`config.mk`:
```
export PLATFORM = sky130hd
export DESIGN_NAME = trl_teid_calc
export DESIGN_NICKNAME = d
export VERILOG_FILES = /design/src/sv/trl_pkg.sv /design/src/sv/trl_teid_calc.sv
export SDC_FILE = /design/constraint.sdc
export NUM_CORES = 1
export LEC_CHECK = 0
export BUFFER_PORTS_ARGS = -buffer_cell sky130_fd_sc_hd__buf_2
export CAP_MARGIN = 30
export CORE_ASPECT_RATIO = 1.1
export CORE_UTILIZATION = 60
export DETAILED_ROUTE_END_ITERATION = 6
export PLACE_DENSITY = 0.8
export REMOVE_ABC_BUFFERS = 1
export SLEW_MARGIN = 20
export SYNTH_ARGS = -nofsm -noshare
export SYNTH_HDL_FRONTEND = slang
export SYNTH_SLANG_ARGS = --single-unit
```
`constraint.sdc`:
```
create_clock -name clk -period 8.6 [get_ports clk]
set_input_delay 0 -clock clk [delete_from_list [all_inputs] [get_ports clk]]
set_output_delay 0 -clock clk [all_outputs]
set_load 0.01 [all_outputs]
```
`src/sv/trl_pkg.sv`:
```
// ----------------------------------------------------------------------------
// trl_pkg
// Shared constants and types for the tunnel range lookup: table size,
// operation and status codes, and the stage record passed between stages.
// ----------------------------------------------------------------------------
package trl_pkg;

  // Table size and derived index width
  localparam int GROUPS = 16;
  localparam int GRP_W  = (GROUPS > 1) ? $clog2(GROUPS) : 1;

  // Fixed field widths
  localparam int OP_W   = 2;
  localparam int SLOT_W = 4;
  localparam int ADDR_W = 32;
  localparam int ID_W   = 32;
  localparam int STAT_W = 2;

  // Operation codes
  localparam logic [OP_W-1:0] OP_CLEAR  = 2'd0;
  localparam logic [OP_W-1:0] OP_WRITE  = 2'd1;
  localparam logic [OP_W-1:0] OP_LOOKUP = 2'd2;

  // Status codes
  localparam logic [STAT_W-1:0] ST_OK      = 2'd0;
  localparam logic [STAT_W-1:0] ST_MISS    = 2'd1;
  localparam logic [STAT_W-1:0] ST_ORDER   = 2'd2;
  localparam logic [STAT_W-1:0] ST_OVERLAP = 2'd3;

  // Result of the table stage, handed to the tunnel ID arithmetic
  typedef struct packed {
    logic              vld;
    logic              hit;
    logic [SLOT_W-1:0] slot;
    logic [STAT_W-1:0] status;
    logic [ADDR_W-1:0] offset;
    logic [ID_W-1:0]   step;
    logic [ID_W-1:0]   first;
  } match_t;

endpackage

```
`src/sv/trl_teid_calc.sv`:
```
// ----------------------------------------------------------------------------
// trl_teid_calc
// Tunnel ID arithmetic: offset times step in one stage, plus the initial ID
// in the next, into the result register.
// ----------------------------------------------------------------------------
module trl_teid_calc (
  input  logic                          clk,
  input  logic                          rst_n,
  input  trl_pkg::match_t               match_i,
  output logic                          out_valid,
  output logic                          out_hit,
  output logic [trl_pkg::SLOT_W-1:0]    out_group_slot,
  output logic [trl_pkg::ID_W-1:0]      out_tunnel_id,
  output logic [trl_pkg::STAT_W-1:0]    out_status
);

  logic                         p_vld_r;
  logic                         p_hit_r;
  logic [trl_pkg::SLOT_W-1:0]   p_slot_r;
  logic [trl_pkg::STAT_W-1:0]   p_status_r;
  logic [trl_pkg::ID_W-1:0]     p_first_r;
  logic [trl_pkg::ID_W-1:0]     p_prod_r;
  logic [trl_pkg::ID_W-1:0]     p_prod_nxt;

  logic                         o_vld_r;
  logic                         o_hit_r;
  logic [trl_pkg::SLOT_W-1:0]   o_slot_r;
  logic [trl_pkg::STAT_W-1:0]   o_status_r;
  logic [trl_pkg::ID_W-1:0]     o_tid_r;
  logic [trl_pkg::ID_W-1:0]     o_tid_nxt;

  // Low word of the product is all the modulo arithmetic needs
  assign p_prod_nxt = match_i.offset * match_i.step;

  // Zero the ID for anything but a hit
  assign o_tid_nxt = p_hit_r ? (p_first_r + p_prod_r) : '0;

  // Advance the strobes
  always_ff @(posedge clk) begin
    if (!rst_n) begin
      p_vld_r <= 1'b0;
      o_vld_r <= 1'b0;
    end else begin
      p_vld_r <= match_i.vld;
      o_vld_r <= p_vld_r;
    end
  end

  // Product stage
  always_ff @(posedge clk) begin
    p_hit_r    <= match_i.hit;
    p_slot_r   <= match_i.slot;
    p_status_r <= match_i.status;
    p_first_r  <= match_i.first;
    p_prod_r   <= p_prod_nxt;
  end

  // Result stage
  always_ff @(posedge clk) begin
    o_hit_r    <= p_hit_r;
    o_slot_r   <= p_slot_r;
    o_status_r <= p_status_r;
    o_tid_r    <= o_tid_nxt;
  end

  assign out_valid      = o_vld_r;
  assign out_hit        = o_hit_r;
  assign out_group_slot = o_slot_r;
  assign out_tunnel_id  = o_tid_r;
  assign out_status     = o_status_r;

endmodule

```
==> results.sh <==
export IMPL_hp_class="primary input to flip-flop"
export IMPL_htree_levels=3
export IMPL_antenna_found_initial=0
export IMPL_synth_area_leaders="fa_1 42%, dfxtp_1 11%, ha_1 9.8%, and2_1 8.8%, inv_1 7.8%"
export IMPL_die_w_um=174
export IMPL_yosys_area_top_type="fa_1"
export IMPL_clk_insertion_delay_late_ns=0.35
export IMPL_drc=0
export IMPL_cts_sinks=112
export IMPL_syn_to_final_growth_pct=8.32
export IMPL_grt_pass1_wl_mm=78.9
export IMPL_clockBufferDepth=2
export IMPL_synthXorXnorAreaFrac_pct=4.70
export IMPL_status="completed"
export IMPL_nets=2874
export IMPL_die_area_mm2=0.0334
export IMPL_routedWlPerCell_um=17.9
export IMPL_dr_pass1_iters=5
export IMPL_fmax_ghz=0.151
export IMPL_synthFlopType="dfxtp_1"
export IMPL_grt_overflow_total=0
export IMPL_drv_slew=0
export IMPL_synth_warnings=0
export IMPL_synth_mux_area_share_pct=0.204
export IMPL_synth_avg_cell_area_um2=9.33
export IMPL_worst_pin_slew_ns=0.718
export IMPL_finalSetupViolCount=0
export IMPL_synth_top_family_by_area="adder cells"
export IMPL_path_class="primary input to flip-flop"
export IMPL_post_cts_buffers=0
export IMPL_period_minus_slack_ns=6.64
export IMPL_via_per_inst=5.49
export IMPL_n_antenna_cell=0
export IMPL_ant_nets=0
export IMPL_synth_cell_types=52
export IMPL_place_congestion=0.931
export IMPL_die_h_um=191
export IMPL_ys_seq_area_share_pct=11.4
export IMPL_vias=14463
export IMPL_fin_tns_setup_ns=0
export IMPL_drt_total_wl_mm=47.2
export IMPL_path_clk_slew_ns=0.08
export IMPL_track_usage_pct=30.1
export IMPL_n_fill_cell=2516
export IMPL_yosys_area_share_adder_pct=51.6
export IMPL_hold_violations=0
export IMPL_cp_data_required_time_ns=8.88
export IMPL_synth_top_cells_by_count="409 x fa_1, 409 x inv_1, 282 x nand2_1"
export IMPL_initial_core_util_pct=60.8
export IMPL_synth_compound_area_share_pct=5.47
export IMPL_skew_ns=0.0141
export IMPL_syn_inst=2099
export IMPL_cts_tree="done"
export IMPL_arrival_ns=6.91
export IMPL_io_pins=146
export IMPL_cts_buffers=9
export IMPL_crit_fanout=26
export IMPL_relSlewSlack_pct=52.2
export IMPL_drive_gt1_share_pct=7.78
export IMPL_synthArstFlopShare_pct=0
export IMPL_hpwl_mm=36.9
export IMPL_min_period_over_period_pct=77.2
export IMPL_yosys_area_share_simple_pct=16.9
export IMPL_end_kind="flip-flop"
export IMPL_grt_pass1_vias=15986
export IMPL_synth_edf_count=0
export IMPL_num_rows=69
export IMPL_ys_seq_elements=112
export IMPL_grt_max_degree=33
export IMPL_cts_root_buffer="clkbuf_16"
export IMPL_maxCapViolations=0
export IMPL_critPathLaunchType="primary input"
export IMPL_core_area_mm2=0.0322
export IMPL_io_buffers=145
export IMPL_synth_top_area_share_pct=41.8
export IMPL_synth_area_mm2=0.0196
export IMPL_first_iter_violations=944
export IMPL_rsz0062_at_grt="no"
[metrics by stage]
| stage | hold WS (ns) | setup slack, ns | std cells | area [um^2] | utilization, % |
|---|---|---|---|---|---|
| 6_report | 0.234 | 1.96 | 2636 | 21200 | 65.9 |
| 5_1_grt | 0.256 | 1.67 | 2636 | 21200 | 65.9 |
| 4_1_cts | 0.233 | 2.05 | 2636 | 21200 | 65.9 |
| 3_5_place_dp | 0.104 | 1.71 | 2578 | 20500 | 63.7 |
| 3_3_place_gp | 0.103 | 1.89 | 2578 | 20500 | 63.7 |
| 2_1_floorplan | 0.0277 | 2.54 | 2005 | 19200 | - |
[registers in the layout, indices dropped and copies added, names as in the netlist]
signal / flops
out_tunnel_id: 32
p_first_r: 32
p_vld_r: 1
p_status_r: 2
out_status: 2
p_hit_r: 1
out_group_slot: 4
p_slot_r: 4
out_hit: 1
p_prod_r: 32
out_valid: 1
[area by class of cell]
type | count | area [um^2] | share of cell area (%)
sequential | 112 | 2240 | 10.6
clock buffer | 9 | 225 | 1.06
clock inverter | 7 | 63.8 | 0.301
inverter | 409 | 1540 | 7.24
tap | 426 | 533 | 2.51
multi-input combinational | 1484 | 15500 | 72.8
timing repair buffer | 189 | 1160 | 5.47
[routing by layer]
metal  vias up  track usage, %  part of all wire [%]
met5         -               0                     0
met4         0            12.8                   3.9
met2       618            51.6                    49
met1      7227            38.0                    40
li1       6478               -                     -
met3       140            4.46                   7.4
[critical path, cell delays in order]
cell and delay, ns:
buf_2 0.48, and2_1 0.24, fa_1 0.42, inv_1 0.08, fa_1 0.42, fa_1 0.49, inv_1 0.05, fa_1 0.54
ha_1 0.23, ha_1 0.27, inv_1 0.04, fa_1 0.47, inv_1 0.05, fa_1 0.43, ha_1 0.35, a2111oi_0 0.48
o21ai_0 0.23, nand4_1 0.15, nand3b_1 0.22, o2111a_1 0.36, o31ai_2 0.38, o2111ai_1 0.18, a21oi_1 0.20, xnor2_1 0.13
[placed cells by master (no fill, tap or decap), types with 4 or more instances in the layout]
cell / netlist / routed
o21bai_1: 9 / 9
buf_2: 0 / 145
nor2_1: 37 / 37
ha_1: 154 / 154
and2_1: 277 / 277
a21o_1: 27 / 27
inv_1: 409 / 409
xnor2_1: 76 / 76
nand4_1: 10 / 10
o21a_1: 10 / 10
o211ai_1: 4 / 4
mux2i_1: 4 / 4
and3_1: 4 / 4
xor2_1: 29 / 29
fa_1: 409 / 409
nand2_1: 282 / 282
clkbuf_16: 0 / 9
nor3_1: 12 / 12
a211oi_1: 4 / 4
a21oi_1: 41 / 41
a31oi_1: 4 / 4
dfxtp_1: 112 / 112
nand2b_1: 8 / 8
dlygate4sd3_1: 0 / 42
nand3_1: 15 / 15
o21ai_0: 20 / 20
[final timing paths]
path	endpoint	slack, ns	from	cells after the start
max	p_prod_r[30]$_DFF_P_	1.96	match_i[70]	24
min	p_prod_r[0]$_DFF_P_	0.23	match_i[32]	2
max reg2reg	out_tunnel_id[29]$_SDFF_PN0_	5.41	p_first_r[1]$_DFF_P_	10
min reg2reg	out_group_slot[2]$_DFF_P_	0.33	p_slot_r[2]$_DFF_P_	0
[kinds of logic (layout without fill, tap and decap cells)]
family / count (synthesis) / count (layout)
AO/OA/AOI/OAI: 152 / 152
flip-flops: 112 / 112
multiplexers: 4 / 4
XOR/XNOR: 105 / 105
adder cells (fa/ha/maj): 563 / 563
buffers and inverters: 503 / 614
AND/OR/NAND/NOR: 660 / 660
[repair_timing]
| action | CTS | global route |
|---|---|---|
| hold buffers | 42 | 0 |
| resized for setup | 0 | 0 |
| endpoints found under the hold margin | 41 | 0 |
Power is not shown: default switching activity piles up to over one toggle a cycle in this logic, so the estimate is an artifact.
