==> config.mk <==
export PLATFORM = sky130hd
export DESIGN_NAME = trl_table
export DESIGN_NICKNAME = d
export VERILOG_FILES = /design/src/sv/trl_pkg.sv /design/src/sv/trl_table.sv
export SDC_FILE = /design/constraint.sdc
export NUM_CORES = 2
export LEC_CHECK = 0
export ABC_AREA = 0
export BUFFER_PORTS_ARGS = -buffer_cell sky130_fd_sc_hd__buf_2
export CORE_ASPECT_RATIO = 0.5
export CORE_MARGIN = 3
export CORE_UTILIZATION = 35
export DETAILED_ROUTE_END_ITERATION = 10
export SYNTH_ARGS = -nofsm -noshare
export SYNTH_HDL_FRONTEND = slang
export SYNTH_SLANG_ARGS = --single-unit
==> constraint.sdc <==
create_clock -name clk -period 18.6 [get_ports clk]
set_input_delay 1.86 -clock clk [delete_from_list [all_inputs] [get_ports clk]]
set_output_delay 1.86 -clock clk [all_outputs]
set_load 0.02 [all_outputs]
==> src/sv/trl_pkg.sv <==
// ----------------------------------------------------------------------------
// trl_pkg
// Shared constants and types for the tunnel range lookup: table size,
// operation and status codes, and the stage record passed between stages.
// ----------------------------------------------------------------------------
package trl_pkg;

  // Table size and derived index width
  localparam int GROUPS = 16;
  localparam int GRP_W  = (GROUPS > 1) ? $clog2(GROUPS) : 1;

  // Fixed field widths
  localparam int OP_W   = 2;
  localparam int SLOT_W = 4;
  localparam int ADDR_W = 32;
  localparam int ID_W   = 32;
  localparam int STAT_W = 2;

  // Operation codes
  localparam logic [OP_W-1:0] OP_CLEAR  = 2'd0;
  localparam logic [OP_W-1:0] OP_WRITE  = 2'd1;
  localparam logic [OP_W-1:0] OP_LOOKUP = 2'd2;

  // Status codes
  localparam logic [STAT_W-1:0] ST_OK      = 2'd0;
  localparam logic [STAT_W-1:0] ST_MISS    = 2'd1;
  localparam logic [STAT_W-1:0] ST_ORDER   = 2'd2;
  localparam logic [STAT_W-1:0] ST_OVERLAP = 2'd3;

  // Result of the table stage, handed to the tunnel ID arithmetic
  typedef struct packed {
    logic              vld;
    logic              hit;
    logic [SLOT_W-1:0] slot;
    logic [STAT_W-1:0] status;
    logic [ADDR_W-1:0] offset;
    logic [ID_W-1:0]   step;
    logic [ID_W-1:0]   first;
  } match_t;

endpackage

==> src/sv/trl_table.sv <==
// ----------------------------------------------------------------------------
// trl_table
// Range table storage with parallel range match and overlap check. Clears,
// writes and lookups all resolve here, so the next item always sees the
// table as this one left it.
// ----------------------------------------------------------------------------
module trl_table (
  input  logic                          clk,
  input  logic                          rst_n,
  input  logic                          req_vld,
  input  logic [trl_pkg::OP_W-1:0]      req_op,
  input  logic [trl_pkg::SLOT_W-1:0]    req_slot,
  input  logic [trl_pkg::ADDR_W-1:0]    req_addr,
  input  logic [trl_pkg::ADDR_W-1:0]    req_lo,
  input  logic [trl_pkg::ADDR_W-1:0]    req_hi,
  input  logic [trl_pkg::ID_W-1:0]      req_first,
  input  logic [trl_pkg::ID_W-1:0]      req_step,
  output trl_pkg::match_t               match_r
);

  logic [trl_pkg::GROUPS-1:0]   valid_r;
  logic [trl_pkg::GROUPS-1:0]   valid_nxt;
  logic [trl_pkg::ADDR_W-1:0]   start_r [trl_pkg::GROUPS];
  logic [trl_pkg::ADDR_W-1:0]   end_r   [trl_pkg::GROUPS];
  logic [trl_pkg::ID_W-1:0]     first_r [trl_pkg::GROUPS];
  logic [trl_pkg::ID_W-1:0]     step_r  [trl_pkg::GROUPS];

  logic [trl_pkg::GROUPS-1:0]   hits;
  logic [trl_pkg::GROUPS-1:0]   ovl;
  logic [trl_pkg::SLOT_W-1:0]   sel_slot;
  logic [trl_pkg::ADDR_W-1:0]   sel_start;
  logic [trl_pkg::ID_W-1:0]     sel_first;
  logic [trl_pkg::ID_W-1:0]     sel_step;
  logic [trl_pkg::GRP_W-1:0]    slot_idx;
  logic                         slot_ok;
  logic                         wr_en;
  trl_pkg::match_t              match_nxt;

  assign slot_idx = trl_pkg::GRP_W'(req_slot);
  assign slot_ok  = int'(req_slot) < trl_pkg::GROUPS;

  // Compare every valid entry against the address and the new range
  always_comb begin
    for (int i = 0; i < trl_pkg::GROUPS; i++) begin
      hits[i] = valid_r[i] && (start_r[i] <= req_addr) && (req_addr <= end_r[i]);
      ovl[i]  = valid_r[i] && (int'(req_slot) != i) &&
                (req_lo <= end_r[i]) && (start_r[i] <= req_hi);
    end
  end

  // Select the matching entry; valid ranges never overlap, so at most one hits
  always_comb begin
    sel_slot  = '0;
    sel_start = '0;
    sel_first = '0;
    sel_step  = '0;
    for (int i = 0; i < trl_pkg::GROUPS; i++) begin
      if (hits[i]) begin
        sel_slot  = sel_slot  | trl_pkg::SLOT_W'(i);
        sel_start = sel_start | start_r[i];
        sel_first = sel_first | first_r[i];
        sel_step  = sel_step  | step_r[i];
      end
    end
  end

  // Decode the operation into a table update and a stage record
  always_comb begin
    valid_nxt        = valid_r;
    wr_en            = 1'b0;
    match_nxt        = '0;
    match_nxt.vld    = req_vld;
    match_nxt.status = trl_pkg::ST_OK;
    if (req_vld) begin
      case (req_op)
        trl_pkg::OP_CLEAR: begin
          valid_nxt = '0;
        end
        trl_pkg::OP_WRITE: begin
          if (req_lo > req_hi) begin
            match_nxt.status = trl_pkg::ST_ORDER;
          end else if (slot_ok) begin
            if (|ovl) begin
              match_nxt.status = trl_pkg::ST_OVERLAP;
            end else begin
              wr_en               = 1'b1;
              valid_nxt[slot_idx] = 1'b1;
            end
          end
        end
        trl_pkg::OP_LOOKUP: begin
          if (|hits) begin
            match_nxt.hit    = 1'b1;
            match_nxt.slot   = sel_slot;
            match_nxt.offset = req_addr - sel_start;
            match_nxt.step   = sel_step;
            match_nxt.first  = sel_first;
          end else begin
            match_nxt.status = trl_pkg::ST_MISS;
          end
        end
        default: begin
        end
      endcase
    end
  end

  // Hold valid bits and the stage record
  always_ff @(posedge clk) begin
    if (!rst_n) begin
      valid_r <= '0;
      match_r <= '0;
    end else begin
      valid_r <= valid_nxt;
      match_r <= match_nxt;
    end
  end

  // Store an accepted entry
  always_ff @(posedge clk) begin
    if (wr_en) begin
      start_r[slot_idx] <= req_lo;
      end_r[slot_idx]   <= req_hi;
      first_r[slot_idx] <= req_first;
      step_r[slot_idx]  <= req_step;
    end
  end

endmodule

==> impl_metrics.py <==
metrics = {
    "run_status": {
        "status": "finished with violations",
        "violations": "max-slew violations",
    },
    "layout": {
        "regArea_um2": 63900,
        "nNetsFinal": 12310,
        "syn2layout_area_growth_pct": 13.24,
        "final_layout_size_suffix_gt1_share_pct": 8.699,
        "n_fill_cell": 32030,
        "multiInputGateArea_um2": 54150,
    },
    "sta": {
        "tns_ns": 0,
        "finalSetupViolations": 0,
        "max_freq_mhz": 93.17,
        "max_slew.worst_pin.slew_ns": 1.702,
        "final_max_slew_viol_count": 51,
        "period_share_pct": 57.71,
        "grt_setup_unrepaired": "false",
        "clock_skew_ns": 0.1043,
        "period_minus_slack_ns": 10.73,
        "hold_viol_final": 0,
        "slew-limit-headroom_pct": -13.50,
    },
    "die": {
        "num_rows": 151,
        "die_x_um": 837,
        "start_util_pct": 35.42,
        "die_area_um2": 352800,
        "coreArea_um2": 341200,
        "pin_count": 273,
        "die_y_um": 421.5,
    },
    "pwr": {
        "power_density_nw_per_um2": 79.80,
        "peakVddDrop_v": 0.00008753,
        "p_leak_uw": 0.05496,
        "finalPower_uw": 10920,
    },
    "synthesis": {
        "synth_cells": 9475,
        "muxShareOfSynthArea_pct": 0,
        "yosys_warnings": 0,
        "ys_dominant_reg_cell": "edfxtp_1",
        "yosys.area.top_type": "edfxtp_1",
        "ys_top_cells_by_area": "edfxtp_1 (51%), ha_1 (22%), a21o_1 (3.2%), a21oi_1 (3.1%), nand4_1 (2.7%)",
        "yosysSeqAreaShare_pct": 52.88,
        "synth_top_family_by_area": "adder cells",
        "syn_area_um2": 120800,
        "avgSynthCellArea_um2": 12.75,
        "netlist-cell-type-count": 84,
        "yosys.area_share.simple_pct": 7.767,
        "syn_nets": 11760,
        "ys_ff_latch": 2168,
        "synth_compound_area_share_pct": 14.71,
        "yosys.area_share.adder_pct": 21.90,
        "synth-edff-count": 2048,
        "async_reset_ff_share_pct": 0,
        "synth_xor_area_share_pct": 0.1998,
        "synth.top_cell.area_share_pct": 50.89,
    },
    "clock_tree": {
        "clock-root-buffer": "clkbuf_16",
        "ctsLongestPathBuffers": 4,
        "cts_buffers": 220,
        "cts_setup_buffers": 0,
        "cts_tree": "built",
        "clk_latency_ns": 0.95,
        "holdBufCountCts": 0,
        "clk_pin_slew_worst_paths_ns": 0.06,
        "clock-sinks": 2168,
        "cts-resized-gates": 0,
        "h-tree-depth": 4,
    },
    "worst_setup_path": {
        "r2r_start": "start_r[14][25]",
        "reg2reg_depth": 24,
        "cp_top_family": "compound AO/OA/AOI/OAI gates",
        "crit_cells": 27,
        "startpoint_type": "input pin",
        "crit_top_cell": "buf_4",
        "cp.arrival_ns": 11.55,
        "critical_path.max_fanout": 57,
        "path_class": "in2reg",
        "crit_buf_inv": 5,
        "slowest_delay_ns": 0.90,
        "end_kind": "flop",
        "regToRegSetupSlack_ns": 9.60,
        "r2r-end": "match_r[95]",
        "cp.required_ns": 19.41,
        "critPathSlowestCell": "buf_4",
    },
    "global_route": {
        "first_global_vias": 87130,
        "antenna_found_initial": 88,
        "use_met1_pct": 33.96,
        "grt_max_degree": 109,
        "busiest_layer": "met2",
        "grtUsageMet3_pct": 6.166,
        "grt_pass1_wl_um": 670500,
        "grt_use_total_pct": 26.61,
        "grt_use_met2_pct": 41.10,
        "grt-ovfl-total": 0,
    },
    "route": {
        "drtIter0Drc": 11860,
        "wl_per_cell_um": 32.86,
        "vias": 90230,
        "drtPass1Iterations": 9,
        "ant_nets": 0,
        "via_per_inst": 6.087,
        "routed_wl_um": 487000,
        "drc": 0,
    },
    "job": {
        "maxCapViolations": 0,
    },
    "hold_path": {
        "hold_start": "step_r[3][21]",
        "hold_path_end": "match_r[53]",
        "hp-class": "reg2reg",
        "holdPathStages": 2,
    },
    "place": {
        "hpwl_um": 326500,
        "portBuffers": 272,
        "gp_congestion": 1.043,
    },
}
==> where the power goes <==
group	switching, µW	total, µW	internal [µW]
Combinational	637	920	283
Clock	1990	4650	2660
Sequential	7.00	5350	5350
Total	2630	10900	8290
==> metrics by stage <==
step | setup WS (ns) | hold WS [ns] | instance area, µm² | std cells | utilization (%)
3_3_place_gp | 7.319 | 0.4904 | 129400 | 14390 | 37.93
6_report | 7.867 | 0.5119 | 136900 | 14820 | 40.11
2_1_floorplan | 1.240 | 0.4423 | 120800 | 9475 | -
5_1_grt | 7.575 | 0.5479 | 136800 | 14810 | 40.10
4_1_cts | 8.180 | 0.4979 | 136800 | 14790 | 40.08
3_5_place_dp | 7.296 | 0.5035 | 129400 | 14390 | 37.93
==> worst reg2reg max path, cell delays in order (launching register included) <==
cell and delay [ns]:
edfxtp_1 0.50, ha_1 0.35, nand4_1 0.30, or4_1 0.65, nor4b_1 0.40, or3_1 0.17
o221ai_1 0.57, a21oi_4 0.76, buf_4 0.76, buf_4 0.93, a222oi_1 0.19, nand4_1 0.16
a211oi_1 0.17, ha_1 0.45, a21oi_1 0.15, o21ai_0 0.13, nor4_1 0.48, nor3_1 0.12
a21oi_1 0.20, a31oi_1 0.22, a22o_1 0.26, or4_1 0.44, a41oi_1 0.25, xnor3_1 0.24
nor2_1 0.08
==> placed cells by master, fill, tap and decap left out, types with 43 or more instances in the layout <==
master     Yosys  final
a21o_1       508    508
nand2_1      362    362
a211oi_1      81     79
inv_1        625    625
o21a_1        83     83
clkbuf_16      0    225
a222oi_1     171    171
a22o_1        73     73
dfxtp_1      120    120
nor4_1        75     67
nor2b_1      104    104
o211ai_1      51     51
and4_1        52     51
nand4_1      525    525
nand3_1      195    195
clkbuf_1     143     43
ha_1        2114   2114
a221oi_1     121    121
a31oi_1       66     66
o21ai_0      289    288
a21oi_1      754    752
nor3_1        96     85
a22oi_1      294    294
nor2_1       194    193
edfxtp_1    2048   2048
buf_4          1    228
buf_2         18    272
==> final cells by class <==
class / count / share of cell area [%]
clock inverters: 118 / 1.026
repair buffers: 511 / 2.406
diodes: 35 / 0.06400
flip-flops and latches: 2168 / 46.69
clock buffers: 278 / 4.333
well taps: 4590 / 4.196
multi-input cells: 6497 / 39.57
inverters: 625 / 1.714
==> per-layer routing <==
layer | part of all wire, % | vias up | routed length, µm
li1 | - | 39220 | -
met1 | 39 | 44740 | 189000
met2 | 44 | 5011 | 212500
met3 | 10 | 1236 | 50090
met4 | 7.2 | 24 | 35310
met5 | 0.039 | - | 190
==> state kept, by name, summed over array words and instances (netlist names) <==
name,cells
step_r,512
valid_r,16
end_r,512
match_r,104
first_r,512
start_r,512
==> cells by family after synthesis <==
group           count (synthesis)
compound gates               2619
flops                        2168
fa+ha+maj                    2115
simple gates                 1737
buf+inv                       810
xor+xnor                       26
==> cells in the mapped netlist, drive strengths merged, types with 27 or more instances <==
library cell	n
a211oi	81
a21o	508
a21oi	755
a221oi	121
a222oi	171
a22o	73
a22oi	294
a31oi	66
and4	52
buf	42
clkbuf	143
dfxtp	120
edfxtp	2048
ha	2114
inv	625
nand2	362
nand2b	27
nand3	195
nand4	525
nor2	194
nor2b	104
nor3	96
nor4	77
o211ai	52
o21a	83
o21ai	295
==> worst max-delay path by stage <==
stage / start / to
finish: req_addr[27] / match_r[95]
global route: req_addr[27] / match_r[95]
CTS: req_addr[27] / match_r[95]
detailed placement: req_addr[27] / match_r[95]
global placement: req_addr[27] / match_r[95]
floorplan: req_hi[18] / end_r[7][0]
Power figures use the tool's default switching activity.
